### src/design/tadc_pkg.sv
// Package for the thermistor ADC to temperature converter.
// Holds the operation codes, field widths and the segment temperature tables.
// Depends on nothing; used by thermistor_adc_to_temperature_core.
`default_nettype none

package tadc_pkg;

	localparam int TABLE_ENTRIES = 16;
	localparam int INDEX_BITS = $clog2(TABLE_ENTRIES);
	localparam int ENTRY_BITS = 16;
	localparam int TEMP_BITS = 8;
	localparam int READING_BITS_DEF = 16;
	localparam int QUOT_BITS = 4;

	localparam logic signed [TEMP_BITS-1:0] TEMP_HOT = 8'sd80;
	localparam logic signed [TEMP_BITS-1:0] TEMP_COLD = -8'sd25;

	// ceil(2^22 / 5); exact floor division by five for values below 2^22.
	localparam logic [19:0] RECIP_FIVE = 20'd838861;

	typedef enum logic [1:0] {
		OP_LOAD   = 2'd0,
		OP_RAW    = 2'd1,
		OP_SCALED = 2'd2,
		OP_NONE   = 2'd3
	} op_t;

	function automatic logic signed [TEMP_BITS-1:0] seg_temp(input logic [INDEX_BITS-1:0] i);
		logic signed [TEMP_BITS-1:0] t;
		case (i)
			4'd0: t = -8'sd25;
			4'd1: t = -8'sd15;
			4'd2: t = -8'sd10;
			4'd3: t = -8'sd5;
			4'd4: t = 8'sd0;
			4'd5: t = 8'sd5;
			4'd6: t = 8'sd10;
			4'd7: t = 8'sd20;
			4'd8: t = 8'sd30;
			4'd9: t = 8'sd40;
			4'd10: t = 8'sd45;
			4'd11: t = 8'sd50;
			4'd12: t = 8'sd55;
			4'd13: t = 8'sd60;
			4'd14: t = 8'sd70;
			default: t = 8'sd80;
		endcase
		return t;
	endfunction

	// Temperature step from segment i to segment i + 1.
	function automatic logic [QUOT_BITS-1:0] seg_span(input logic [INDEX_BITS-1:0] i);
		logic [QUOT_BITS-1:0] s;
		case (i)
			4'd0, 4'd6, 4'd7, 4'd8, 4'd13, 4'd14: s = 4'd10;
			4'd15: s = 4'd0;
			default: s = 4'd5;
		endcase
		return s;
	endfunction

endpackage

`default_nettype wire

### src/design/thermistor_adc_to_temperature_core.sv
// Top level of the thermistor ADC to temperature converter: an eight stage pipeline.
// Holds the breakpoint table, the scaling multiplier and a pipelined divider.
// Depends on tadc_pkg.
//
//   channel   direction   tdata                              tuser
//   s_*       in          index, breakpoint value, reading   operation
//   m_*       out         temperature                        bad segment flag
//
// One item enters per cycle while the pipeline is not held; a convert item's result leaves from stage eight.
// Load items and unused operations give no result and leave a bubble behind them.
// A load writes the table when it reaches stage four, so every later item sees it.
// Reset clears the valid bits only; the table is undefined until loaded.
// The whole pipeline holds while a result waits on m_tready.
`default_nettype none

module thermistor_adc_to_temperature_core #(
	parameter int READING_BITS = tadc_pkg::READING_BITS_DEF
) (
	input  wire logic                          clk,
	input  wire logic                          arst_n,
	input  wire logic                          s_tvalid,
	output      logic                          s_tready,
	// entry_index [3:0], entry_value [19:4], reading [35:20], zero [39:36]
	input  wire logic [39:0]                   s_tdata,
	// operation [1:0]
	input  wire tadc_pkg::op_t                 s_tuser,
	output      logic                          m_tvalid,
	input  wire logic                          m_tready,
	// temperature [7:0]
	output      logic [tadc_pkg::TEMP_BITS-1:0] m_tdata,
	// bad_segment [0]
	output      logic                          m_tuser
);
	import tadc_pkg::*;

	localparam int RB = READING_BITS;
	localparam int AW = RB - 3;
	localparam int PW = AW + 20;
	localparam int EB = ENTRY_BITS;
	localparam int RW = EB + QUOT_BITS;

	logic en;

	logic [EB-1:0] bp_q [TABLE_ENTRIES];

	logic v_s1, v_s2, v_s3, v_s4, v_s5, v_s6, v_s7, v_s8;
	op_t op_s1, op_s2, op_s3, op_s4;
	logic [INDEX_BITS-1:0] idx_s1, idx_s2, idx_s3, idx_s4;
	logic [EB-1:0] val_s1, val_s2, val_s3, val_s4;
	logic [RB-1:0] rd_s1, rd_s2, rd_s3, rd_s4;
	logic [AW-1:0] a_s2;
	logic [PW-1:0] prod_s3;

	logic hot_s5, hot_s6, hot_s7;
	logic none_s5, none_s6, none_s7;
	logic [INDEX_BITS-1:0] seg_s5, seg_s6, seg_s7;
	logic [EB-1:0] num_s5;
	logic signed [EB:0] den_s5;
	logic [EB-1:0] den_s6, den_s7;
	logic bad_s6, bad_s7;
	logic [RW-1:0] mul_s6, rem_s7;
	logic [1:0] qh_s7;
	logic [TEMP_BITS-1:0] temp_s8;
	logic bad_s8;

	logic [RB+3:0] rx10;
	logic [EB-1:0] rd16;
	logic [TABLE_ENTRIES-1:0] lt;
	logic [TABLE_ENTRIES-2:0] pick;
	logic [EB-1:0] num_c;
	logic [EB:0] den_c;
	logic [INDEX_BITS-1:0] seg_c;
	logic none_c;
	logic [RW-1:0] rem_c7;
	logic [1:0] qh_c7;
	logic [TEMP_BITS-1:0] temp_c8;

	assign en = !v_s8 || m_tready;
	assign s_tready = en;
	assign m_tvalid = v_s8;
	assign m_tdata = temp_s8;
	assign m_tuser = bad_s8;

	assign rx10 = {1'b0, rd_s1, 3'b000} + {3'b000, rd_s1, 1'b0};
	assign rd16 = EB'(rd_s4);

	always_comb begin
		logic above;
		num_c = '0;
		den_c = '0;
		seg_c = '0;
		for (int j = 0; j < TABLE_ENTRIES; j++) begin
			lt[j] = rd16 < bp_q[j];
		end
		for (int j = 0; j < TABLE_ENTRIES - 1; j++) begin
			above = 1'b0;
			for (int k = j + 1; k < TABLE_ENTRIES - 1; k++) begin
				above = above | lt[k];
			end
			pick[j] = lt[j] & ~above;
		end
		for (int j = 0; j < TABLE_ENTRIES - 1; j++) begin
			if (pick[j]) begin
				num_c = num_c | (bp_q[j] - rd16);
				den_c = den_c | ({1'b0, bp_q[j]} - {1'b0, bp_q[j+1]});
				seg_c = seg_c | INDEX_BITS'(j);
			end
		end
		none_c = ~|pick;
	end

	always_comb begin
		logic [RW-1:0] r;
		logic [RW-1:0] d;
		r = mul_s6;
		for (int k = 3; k >= 2; k--) begin
			d = RW'(den_s6) << k;
			qh_c7[k-2] = r >= d;
			if (r >= d) begin
				r = r - d;
			end
		end
		rem_c7 = r;
	end

	always_comb begin
		logic [RW-1:0] r;
		logic [RW-1:0] d;
		logic [1:0] ql;
		r = rem_s7;
		for (int k = 1; k >= 0; k--) begin
			d = RW'(den_s7) << k;
			ql[k] = r >= d;
			if (r >= d) begin
				r = r - d;
			end
		end
		if (hot_s7) begin
			temp_c8 = TEMP_HOT;
		end else if (none_s7) begin
			temp_c8 = TEMP_COLD;
		end else if (bad_s7) begin
			temp_c8 = seg_temp(seg_s7);
		end else begin
			temp_c8 = seg_temp(seg_s7) + TEMP_BITS'({qh_s7, ql});
		end
	end

	always_ff @(posedge clk or negedge arst_n) begin
		if (!arst_n) begin
			v_s1 <= 1'b0;
			v_s2 <= 1'b0;
			v_s3 <= 1'b0;
			v_s4 <= 1'b0;
			v_s5 <= 1'b0;
			v_s6 <= 1'b0;
			v_s7 <= 1'b0;
			v_s8 <= 1'b0;
		end else if (en) begin
			v_s1 <= s_tvalid;
			v_s2 <= v_s1;
			v_s3 <= v_s2;
			v_s4 <= v_s3;
			v_s5 <= v_s4 && (op_s4 == OP_RAW || op_s4 == OP_SCALED);
			v_s6 <= v_s5;
			v_s7 <= v_s6;
			v_s8 <= v_s7;
		end
	end

	always_ff @(posedge clk) begin
		if (en && v_s4 && op_s4 == OP_LOAD) begin
			bp_q[idx_s4] <= val_s4;
		end
	end

	always_ff @(posedge clk) begin
		if (en) begin
			op_s1 <= s_tuser;
			idx_s1 <= s_tdata[INDEX_BITS-1:0];
			val_s1 <= s_tdata[19:4];
			rd_s1 <= s_tdata[20 +: RB];

			op_s2 <= op_s1;
			idx_s2 <= idx_s1;
			val_s2 <= val_s1;
			rd_s2 <= rd_s1;
			a_s2 <= rx10[RB+3:7];

			op_s3 <= op_s2;
			idx_s3 <= idx_s2;
			val_s3 <= val_s2;
			rd_s3 <= rd_s2;
			prod_s3 <= PW'(a_s2) * PW'(RECIP_FIVE);

			op_s4 <= op_s3;
			idx_s4 <= idx_s3;
			val_s4 <= val_s3;
			rd_s4 <= (op_s3 == OP_SCALED) ? prod_s3[16 +: RB] : rd_s3;

			hot_s5 <= lt[TABLE_ENTRIES-1];
			none_s5 <= none_c;
			seg_s5 <= seg_c;
			num_s5 <= num_c;
			den_s5 <= $signed(den_c);

			hot_s6 <= hot_s5;
			none_s6 <= none_s5;
			seg_s6 <= seg_s5;
			mul_s6 <= RW'(num_s5) * RW'(seg_span(seg_s5));
			den_s6 <= den_s5[EB-1:0];
			bad_s6 <= den_s5 <= 0;

			hot_s7 <= hot_s6;
			none_s7 <= none_s6;
			seg_s7 <= seg_s6;
			den_s7 <= den_s6;
			bad_s7 <= bad_s6;
			rem_s7 <= rem_c7;
			qh_s7 <= qh_c7;

			temp_s8 <= temp_c8;
			bad_s8 <= bad_s7 && !hot_s7 && !none_s7;
		end
	end

endmodule

`default_nettype wire
### config.mk
export PLATFORM = sky130hd
export DESIGN_NAME = thermistor_adc_to_temperature_core
export DESIGN_NICKNAME = d
export VERILOG_FILES = /design/src/design/tadc_pkg.sv /design/src/design/thermistor_adc_to_temperature_core.sv
export SDC_FILE = /design/constraint.sdc
export NUM_CORES = 2
export LEC_CHECK = 0
export CELL_PAD_IN_SITES_DETAIL_PLACEMENT = 1
export CELL_PAD_IN_SITES_GLOBAL_PLACEMENT = 1
export CORE_ASPECT_RATIO = 1.5
export CORE_MARGIN = 3
export CORE_UTILIZATION = 47
export DETAILED_ROUTE_END_ITERATION = 10
export DONT_BUFFER_PORTS = 1
export PLACE_DENSITY_LB_ADDON = 0.1
export SETUP_SLACK_MARGIN = 0.02
export SLEW_MARGIN = 5
export SYNTH_ARGS = -nofsm -noshare
export SYNTH_HDL_FRONTEND = slang
export SYNTH_SLANG_ARGS = --single-unit
### constraint.sdc
create_clock -name clk -period 11.1 [get_ports clk]
set_input_delay 0.555 -clock clk [delete_from_list [all_inputs] [get_ports clk]]
set_output_delay 0.555 -clock clk [all_outputs]
set_load 0.05 [all_outputs]
==> summary.txt <==
Pre-Repair DR Iteration Count -> 7
Die Y -> 409.2 um
number of vias per cell -> 6.315
Max Cap Viol -> 0
most frequent cells in the layout -> 692 x ha_1, 573 x edfxtp_1, 503 x inv_1
crit path time final -> 7.336 ns
top cells by area, synth -> edfxtp_1 34%, ha_1 17%, xnor2_1 5.0%
Ys Warns -> 0
commonest non-fill, non-tap cell in the layout -> ha_1
Post-CTS Resized -> 0
Area Overhead vs Synth -> 9.146%
library cells used by synthesis -> 101
Yosys top cell area share -> 33.77%
number of global-route vias before repair -> 47310
DP HPWL -> 161800 um
Clk Tree Root Cell -> clkbuf_16
post-synthesis compound-gate area fraction -> 18.55%
max incr delay on CP -> 0.57 ns
largest net degree at the start of global routing -> 91
status -> finished clean
# H-tree levels -> 3
global-route wire length before repair -> 288100 um
gpl congestion -> 0.9918
worst relative slew slack -> 7.368%
Post-Syn Area -> 50950 um2
Die Wd -> 274.8 um
vias -> 42610
data required time at the worst endpoint -> 11.50 ns
most common cell type on the critical path -> a21o_1
DR iter-0 viols -> 2146
Clk pin slew, worst setup/hold paths -> 0.06 ns
clock skew -> 0.02516 ns
arrival time at the worst endpoint -> 7.74 ns
layout cell share with drive strength beyond 1 -> 5.086%
CP Class -> flip-flop to flip-flop
clk_lat worst skew -> 0.68 ns
gr usage total -> 35.11%
Synth Area in Adders -> 21.51%
Top FF cell, synth -> edfxtp_1
final WL -> 197900 um
Clock Path Buffers -> 3
Final Cycle Share -> 66.09%
mux contribution to synthesized area -> 0.8669%
Routed WL per cell -> 29.33 um
worst slew pin tran -> 1.375 ns
main combinational cell family by area after synthesis -> adder cells
initial antenna violation count -> 6
Port Buffer Count -> 0
core area -> 107200 um2
Site Rows -> 147
postcts setup bufs -> 0
clock sinks -> 589
max-slew violation count -> 0
Mapped Avg Cell Area -> 9.862 um2
Synth area leader -> edfxtp_1
Seq/Total Area, Yosys -> 34.48%
GR Overflow Total -> 0
CTS Hold Bufs -> 40
Die ar. -> 112500 um2
Final ANT Viol Nets -> 0
Initial Util -> 47.51%
TritonCTS clock tree -> yes
Cells after Synth -> 5166
post-synth net total -> 6019
Critical-path top delay cell -> a2111oi_0
nets -> 6131
post-synthesis simple-gate area fraction -> 12.56%
EDFF count, synth -> 573
asr flop ratio synth -> 1.358%
Synth Area in XOR/XNOR -> 7.719%
I/O pin cnt -> 57
worst-path maximum fanout -> 29
worst hold path type -> input pin to async pin
Synth Register Bits -> 589
fmax -> 136.3 MHz
RSZ-0062 raised after global routing -> no
Num CTS Buffers -> 66
# setup viols final -> 0
Crit. End Element -> flip-flop
Worst setup SP type -> flip-flop
final hold vios -> 0
total negative slack -> 0 ns
# DRC -> 0
==> layer usage <==
metal | global-route usage, % | up-vias | routed length [um]
li1 | - | 19310 | -
met1 | 29.72 | 21100 | 59100
met2 | 66.79 | 1343 | 105700
met3 | 4.423 | 849 | 7191
met4 | 36.58 | 2 | 25910
met5 | 0 | - | 18
==> sequential cells by signal, summed over array words and instances, names as in the netlist, 8 cells and up, named ones only <==
signal,flops
a_s2,13
num_s5,16
rd_s1,16
prod_s3,16
val_s2,16
den_s7,16
val_s1,16
rem_s7,20
rd_s3,16
val_s4,16
mul_s6,20
rd_s2,16
den_s5,17
rd16,16
val_s3,16
m_tdata,8
den_s6,16
bp_q,256
==> synth_stat cells (14+ instances only) <==
library cell and n:
ha_1 692, edfxtp_1 573, inv_1 504, a21oi_1 389
nor2_1 348, xnor2_1 292, nand2_1 283, o21ai_0 210
xor2_1 157, a21o_1 151, fa_1 115, nor3_1 107
nand2b_1 92, nor2b_1 89, o21a_1 89, nand3_1 83
o22ai_1 68, nand4_1 62, a31oi_1 50, a211oi_1 48
and2_1 42, o211ai_1 41, o21bai_1 41, or3_1 38
clkbuf_1 34, mux2_2 31, o2111ai_1 31, o221ai_1 30
nor4_1 28, and3_1 27, or2_2 25, o31a_1 24
buf_2 23, a22oi_1 21, a2111oi_0 20, o31ai_1 20
a221oi_1 19, a211o_1 15, a221o_1 15, o41ai_1 14
==> critical path, delay by kind of cell, from the launching register on <==
| family | cells | cell delay [ns] |
|---|---|---|
| AND/OR/NAND/NOR | 8 | 1.42 |
| buffers and inverters | 1 | 0.26 |
| flip-flops | 1 | 0.44 |
| XOR/XNOR | 1 | 0.06 |
| adder cells (fa/ha/maj) | 4 | 1.41 |
| AO/OA/AOI/OAI | 16 | 3.47 |
==> path summary, 6_finish.rpt <==
check	startpoint	end	slack, ns	cells after the start
setup / recovery	rem_s7[2]$_DFFE_PN_	m_tdata[6]$_SDFFCE_PP1N_	3.76	30
hold / removal	arst_n	v_s2$_DFFE_PN0N_	0.26	1
setup reg to reg	rem_s7[2]$_DFFE_PN_	m_tdata[6]$_SDFFCE_PP1N_	3.76	30
hold reg to reg	val_s2[12]$_DFFE_PN_	val_s3[12]$_DFFE_PN_	0.41	0
max in group asynchronous	arst_n	v_s7$_DFFE_PN0N_	10.57	1
min in group clk	m_tready	v_s7$_DFFE_PN0N_	0.28	4
==> cell families (layout without fill, tap and decap cells) <==
| logic type | Yosys count | count (layout) |
|---|---|---|
| adders and majority gates | 807 | 807 |
| muxes | 40 | 40 |
| other | 0 | 4 |
| xor gates and xnor gates | 449 | 449 |
| AOI/OAI and AO/OA | 1418 | 1418 |
| buffers and inverters | 574 | 736 |
| DFF | 589 | 589 |
| and+or+nand+nor | 1289 | 1289 |
==> metrics by stage <==
| step | setup slack, ns | utilization (%) | std cells | hold WS, ns | area, um2 |
|---|---|---|---|---|---|
| 4_1_cts | 3.544 | 51.85 | 6743 | 0.2347 | 55600 |
| 3_3_place_gp | 3.710 | 49.44 | 6585 | 0.2596 | 53010 |
| 5_1_grt | 3.303 | 51.85 | 6744 | 0.2771 | 55600 |
| 3_5_place_dp | 3.585 | 49.44 | 6585 | 0.2596 | 53010 |
| 6_report | 3.764 | 51.86 | 6747 | 0.2552 | 55610 |
| 2_1_floorplan | 4.941 | - | 5166 | 0.2594 | 50950 |
==> final cells by class <==
type                    count  area (um2)
well taps                1415        1770
inverters                 506        1907
clock buffers              75        1685
flip-flops and latches    589       17570
diodes                      4       10.01
multi-input cells        4003       31230
clock inverters            43       496.7
repair buffers            112       940.9
fillers                 11900       51620
Power is not shown: default switching activity piles up to over one toggle a cycle in this logic, so the estimate is an artifact.
